===== config.mk =====
export PLATFORM = sky130hd
export DESIGN_NAME = sacr_ctrl
export DESIGN_NICKNAME = d
export VERILOG_FILES = /design/src/hdl/sacr_pkg.sv /design/src/hdl/sacr_ctrl.sv
export SDC_FILE = /design/constraint.sdc
export NUM_CORES = 1
export LEC_CHECK = 0
export BUFFER_PORTS_ARGS = -buffer_cell sky130_fd_sc_hd__buf_2
export CAP_MARGIN = 20
export CORE_AREA = 2 2 39 41
export DETAILED_ROUTE_END_ITERATION = 8
export DIE_AREA = 0 0 41 43
export PLACE_DENSITY = 0.53
export RECOVER_POWER = 25
export SKIP_LAST_GASP = 1
export SLEW_MARGIN = 20
export SYNTH_ARGS = -nofsm -noshare
export SYNTH_HDL_FRONTEND = slang
export SYNTH_SLANG_ARGS = --single-unit

===== constraint.sdc =====
create_clock -name clk -period 2.11 [get_ports clk]
set_input_delay 0.1055 -clock clk [delete_from_list [all_inputs] [get_ports clk]]
set_output_delay 0.1055 -clock clk [all_outputs]
set_load 0.005 [all_outputs]

===== src/hdl/sacr_pkg.sv =====
`default_nettype none
// ----------------------------------------------------------------------------
// sacr_pkg
// shared types and codes of the cache tag and replacement engine
// ----------------------------------------------------------------------------
package sacr_pkg;

	localparam int unsigned TAG_W     = 20;
	localparam int unsigned WAY_W     = 3;
	localparam int unsigned POL_W     = 3;
	localparam int unsigned RRPV_W    = 4;
	localparam int unsigned CNT_W     = 16;
	localparam int unsigned CFG_IDX_W = 2;
	localparam int unsigned DUEL_MOD  = 5;

	localparam logic [POL_W-1:0] POL_RANDOM = 3'd0;
	localparam logic [POL_W-1:0] POL_LRU    = 3'd1;
	localparam logic [POL_W-1:0] POL_LFU    = 3'd2;
	localparam logic [POL_W-1:0] POL_SRRIPH = 3'd3;
	localparam logic [POL_W-1:0] POL_SRRIPF = 3'd4;
	localparam logic [POL_W-1:0] POL_BRRIP  = 3'd5;
	localparam logic [POL_W-1:0] POL_DRRIP  = 3'd6;
	localparam logic [POL_W-1:0] POL_SPARE  = 3'd7;

	localparam logic [CFG_IDX_W-1:0] REG_POLICY    = 2'd0;
	localparam logic [CFG_IDX_W-1:0] REG_RRPV_BITS = 2'd1;
	localparam logic [CFG_IDX_W-1:0] REG_WTHROUGH  = 2'd2;
	localparam logic [CFG_IDX_W-1:0] REG_WALLOC    = 2'd3;

	typedef struct packed {
		logic        func;
		logic [31:0] address;
		logic [2:0]  random_way;
		logic        distant_insert;
	} req_t;

	typedef struct packed {
		logic              hit;
		logic [WAY_W-1:0]  way;
		logic              line_fill;
		logic              mem_write;
		logic              dirty_evict;
		logic [TAG_W-1:0]  victim_tag;
	} rsp_t;

	typedef struct packed {
		logic [CFG_IDX_W-1:0] index;
		logic [7:0]           data;
	} cfg_t;

	// controller to datapath
	typedef struct packed {
		logic capture;
		logic rd_set;
		logic lookup;
		logic age;
		logic commit;
	} cmd_t;

	// datapath to controller
	typedef struct packed {
		logic need_age;
	} sts_t;

endpackage
`default_nettype wire


===== src/hdl/sacr_ctrl.sv =====
`default_nettype none
// ----------------------------------------------------------------------------
// sacr_ctrl
// access sequencer: capture, set read, lookup, optional aging, commit
// ----------------------------------------------------------------------------
module sacr_ctrl (
	input  wire                   clk,
	input  wire                   arst_n,
	input  wire                   in_valid,
	output logic                  in_stall,
	input  wire                   out_valid,
	input  wire                   out_stall,
	input  sacr_pkg::sts_t        sts,
	output sacr_pkg::cmd_t        cmd
);
	import sacr_pkg::*;

	typedef enum logic [4:0] {
		S_IDLE = 5'b00001,
		S_READ = 5'b00010,
		S_LOOK = 5'b00100,
		S_AGE  = 5'b01000,
		S_DONE = 5'b10000
	} state_t;

	state_t state_q;

	// a finished result may wait in the output register while the next
	// transaction is read; commit only once the output register is free
	logic out_free;
	assign out_free = !out_valid || !out_stall;
	assign in_stall = (state_q != S_IDLE);

	always_comb begin
		cmd = '0;
		case (state_q)
			S_IDLE: cmd.capture = in_valid;
			S_READ: cmd.rd_set = 1'b1;
			S_LOOK: cmd.lookup = 1'b1;
			S_AGE:  cmd.age = 1'b1;
			S_DONE: cmd.commit = out_free;
			default: cmd = '0;
		endcase
	end

	always_ff @(posedge clk or negedge arst_n) begin
		if (!arst_n) begin
			state_q <= S_IDLE;
		end else begin
			case (state_q)
				S_IDLE: if (in_valid) state_q <= S_READ;
				S_READ: state_q <= S_LOOK;
				S_LOOK: state_q <= sts.need_age ? S_AGE : S_DONE;
				S_AGE:  state_q <= S_DONE;
				S_DONE: if (out_free) state_q <= S_IDLE;
				default: state_q <= S_IDLE;
			endcase
		end
	end

endmodule
`default_nettype wire


; ---- Word-level counts from Yosys, hierarchy flattened
; Index checks and enable logic that the tools add are counted.
[word_totals]
in_bits = 6
regBits = 5
[classes]
n_eq_ne = 8
n_reduce_logical = 4
mux = 9
[ops]
columns = cell, count
row1 = $pmux W5 S5, 1
row2 = $mux W5, 3
row3 = $eq A5 B1 Y1 const B, 1
row4 = $eq A5 B2 Y1 const B, 1
row5 = $eq A5 B3 Y1 const B, 1
row6 = $eq A5 B4 Y1 const B, 1
row7 = $eq A5 B5 Y1 const B, 1
row8 = $mux W1, 5
row9 = $ne A5 B1 Y1 const B, 1
row10 = $ne A2 B2 Y1 const B, 2
row11 = $logic_not A1 Y1, 2
row12 = $reduce_and A2 Y1, 1
row13 = $logic_or A1 B1 Y1, 1

; ---- Depth between registers and ports, before layout
[depth]
word_depth = 4
ltp_mapped = 3

; ---- Worst setup path before layout
; No wires, ideal clock.
[synth_path]
kind = register -> output
start = register state_q[2]
end = output cmd[0] (netlist name)
required_ps = 2004
path_stages_with_launch = 3
path_buffers = 0
arrival_ps = 1112
slack_ps = 892
path_cell_list = dfrtp_1 -> or3_4 -> a2111oi_4
[synth_lines]
columns = element, line
row1 = start: declaration, sacr_ctrl.sv:26  ; state_t state_q;
row2 = start signal: assignment, sacr_ctrl.sv:53  ; S_LOOK: state_q <= sts.need_age ? S_AGE : S_DONE;
row3 = end: declaration, sacr_ctrl.sv:14  ; output sacr_pkg::cmd_t cmd

==> results.json <==
{
  "critical_path_arrival_ns": 1.53,
  "placement.setup.worst_slack_ns": 0.727,
  "outcome": "finished, final reports clean",
  "placed_cells_incl_taps": 56,
  "crit_path_cell_trace": "or3_4 -> a2111oi_4 -> buf_2",
  "max_rail_drop_vdd_mv": 0.441,
  "worstMarginPinSlew_ns": 0.401,
  "timing.critical_path.from_type": "register",
  "grt_usage_pct": 7.98,
  "power.density_nw_per_um2": 1150,
  "synth_top_cell_area_share_pct": 34.2,
  "dpl_cell_area_um2": 368,
  "cts.clk_slew.worst_paths_ns": 0.04,
  "hold_vio_cnt_final": 0,
  "finalSetupTns_ns": 0,
  "top_layer_used_by_detailed_routing": "met4",
  "count_of_inserted_antenna_diode_cells": 0,
  "cts_buffers": 3,
  "share_of_cells_above_drive_strength_1_pct": 35.6,
  "regMostFlops": "state_q",
  "synth_area_leaders": "sky130_fd_sc_hd__dfrtp_1 34%, sky130_fd_sc_hd__and3_1 11%, sky130_fd_sc_hd__a2111oi_4 9.4%, sky130_fd_sc_hd__dfstp_2 9.0%, sky130_fd_sc_hd__nor2_1 3.8%",
  "post_route_drc": 0,
  "place.gp.congestion": 0.645,
  "relSlewSlack_pct": 73.1,
  "cts_tree": "built",
  "synth_compound_area_share_pct": 20.9,
  "grt_max_degree": 7,
  "max_ffs_per_register": 5,
  "met2WireLength_um": 203,
  "sw_frac_of_total_pct": 34.7,
  "regToRegSetupSlack_ns": 0.83,
  "power.share.sequential_pct": 34.8,
  "gr-total-overflow": 0,
  "hold_ws_ns": 0.0394,
  "endpoint_kind": "primary output",
  "registers_with_the_most_flip_flops": "state_q x5",
  "power.internal_mw": 0.302,
  "post_cts_resize_count": 0,
  "worst_path_fanout_max": 5,
  "finalWorstPathRequiredPeriod_ns": 1.64,
  "leakagePower_nw": 0.208,
  "maxCapViolations": 0,
  "grt_antenna_before_repair": 0,
  "worst_slack_ns": 0.472,
  "post_synth_fa_ha_maj_area_fraction_pct": 0,
  "route.final.wire_length_um": 558,
  "grt_first_pass_wirelength_um": 897,
  "r2r-start": "state_q[2]",
  "hold_path_depth": 2,
  "crit_path_max_incr_delay_ns": 0.42,
  "wl_per_cell_um": 9.15,
  "synthesis.area_um2": 293,
  "ys_seq_area_share_pct": 43.2,
  "comb_power_share_pct": 41.6,
  "post_synth_inst_count": 29,
  "met3WireLength_um": 55,
  "rows": 14,
  "yosys.area_share.simple_pct": 33.3,
  "drtIter0Drc": 3,
  "clockRootBuffer": "sky130_fd_sc_hd__clkbuf_4",
  "cts.path.max_buffers": 2,
  "met1Wirelength_um": 273,
  "clkPwrFrac_pct": 23.6,
  "largest_family_of_logic_cells_by_synthesized_area": "simple AND/OR/NAND/NOR gates",
  "cp_slowest_cell": "sky130_fd_sc_hd__or3_4",
  "areaGrowthSynthToFinish_pct": 37.6,
  "synth_fp_nets": 35,
  "worstHoldEndpoint": "state_q[0]",
  "design.portCount": 12,
  "start_util_pct": 21.2,
  "min_from": "in_valid",
  "clock_insertion_delay_worst_skew_ns": 0.24,
  "floorplan.die.height_um": 43,
  "postCtsHoldBufs": 1,
  "synth.ff_latch_count": 5,
  "port_buffers": 11,
  "distinct_cell_type_count_of_the_synthesized_netlist": 19,
  "firstDrtPassIters": 4,
  "final_design_area_no_fill_um2": 403,
  "first_global_vias": 234,
  "final-max-slew-violation-count": 0,
  "cp_data_required_time_ns": 2.00,
  "dp.final_hpwl_um": 461,
  "deepest_level_of_the_cts_h_tree": 1,
  "hold_class": "in -> reg",
  "totalPowerFinal_mw": 0.463,
  "total_switching_power_mw": 0.161,
  "netlist.top_cell.by_area": "sky130_fd_sc_hd__dfrtp_1",
  "finalClockSkew_ns": 0.00118,
  "cts_sinks": 5,
  "post_cts_buffers": 0,
  "max_clock_freq_mhz": 610,
  "mux_contribution_to_synthesized_area_pct": 0,
  "layout.cells.non_filler": 61,
  "vias_per_cell": 4.44,
  "yosysWarnings": 0,
  "die_x_um": 41,
  "fin_crit_sh_pct": 77.6,
  "coreArea_um2": 1380,
  "final_core_utilization_pct": 29.1,
  "unrepaired_setup_endpoints_after_global_routing": "false",
  "route.antenna.remaining_nets": 0,
  "syn-mean-instance-area_um2": 10.1,
  "worst_r2r_path_depth": 3,
  "worstReg2RegEnd": "state_q[0]",
  "post_synth_xor_area_fraction_pct": 0,
  "via_count": 271,
  "setup.worst_path.class": "reg -> out",
  "final_nets": 52,
  "dieArea_um2": 1760,
  "final-setup-viol-count": 0
}
==> critical path: cells and delay by family (launching register included) <==
kind / cells / cell delay [ns]
DFF: 1 / 0.40
and+or+nand+nor: 1 / 0.42
AOI/OAI and AO/OA: 1 / 0.31
buffers and inverters: 1 / 0.16
==> Yosys cell counts <==
library cell	count
sky130_fd_sc_hd__nor2_1	3
sky130_fd_sc_hd__nand4b_1	1
sky130_fd_sc_hd__and3_1	5
sky130_fd_sc_hd__dfrtp_1	4
sky130_fd_sc_hd__o22ai_1	1
sky130_fd_sc_hd__o21ai_0	1
sky130_fd_sc_hd__and2_1	1
sky130_fd_sc_hd__nand2b_1	1
sky130_fd_sc_hd__inv_1	2
sky130_fd_sc_hd__and2b_1	1
sky130_fd_sc_hd__or3_4	1
sky130_fd_sc_hd__a2111oi_4	1
sky130_fd_sc_hd__o311a_1	1
sky130_fd_sc_hd__nand2_1	1
sky130_fd_sc_hd__nor3_1	1
sky130_fd_sc_hd__dfstp_2	1
sky130_fd_sc_hd__a21o_1	1
sky130_fd_sc_hd__a21oi_1	1
sky130_fd_sc_hd__nor2b_1	1
==> kinds of logic after synthesis <==
kind of cell,count (synthesis)
buffers and inverters,2
AOI/OAI and AO/OA,6
DFF,5
and+or+nand+nor,16
==> worst max-delay path by stage <==
stage,start,end
floorplan,state_q[2],cmd[0]
global placement,state_q[2],cmd[0]
detailed placement,state_q[2],cmd[0]
CTS,state_q[2],cmd[0]
global route,state_q[2],cmd[0]
finish,state_q[2],cmd[0]
==> final cells by class <==
class                      count  area [µm²]
fill                         153         981
multi-input combinational     22         159
sequential                     5         126
timing repair buffer          12        63.8
clock buffer                   4        26.3
tap                           16        20.0
inverter                       2        7.51
==> placed cells by master, fill, tap and decap left out, types with 2 or more instances in the layout <==
| cell | n |
|---|---|
| sky130_fd_sc_hd__and3_1 | 5 |
| sky130_fd_sc_hd__buf_2 | 10 |
| sky130_fd_sc_hd__clkbuf_1 | 2 |
| sky130_fd_sc_hd__clkbuf_4 | 3 |
| sky130_fd_sc_hd__dfrtp_1 | 4 |
| sky130_fd_sc_hd__inv_1 | 2 |
| sky130_fd_sc_hd__nor2_1 | 3 |
==> power groups by stage <==
stage          sequential (mW)  combinational [mW]  clock, mW
6_report                 0.161               0.193      0.109
5_1_grt                  0.167               0.215      0.116
4_1_cts                  0.161               0.196      0.115
3_5_place_dp             0.162               0.194          0
3_3_place_gp             0.163               0.194          0
2_1_floorplan            0.156               0.137          0
==> routing by layer <==
metal | vias up | global-route usage [%]
met1 | 116 | 10.8
met5 | - | 0
met4 | 0 | 8.00
met3 | 3 | 1.57
li1 | 138 | -
met2 | 14 | 9.69
No activity file was read; power rests on OpenSTA's default activity.
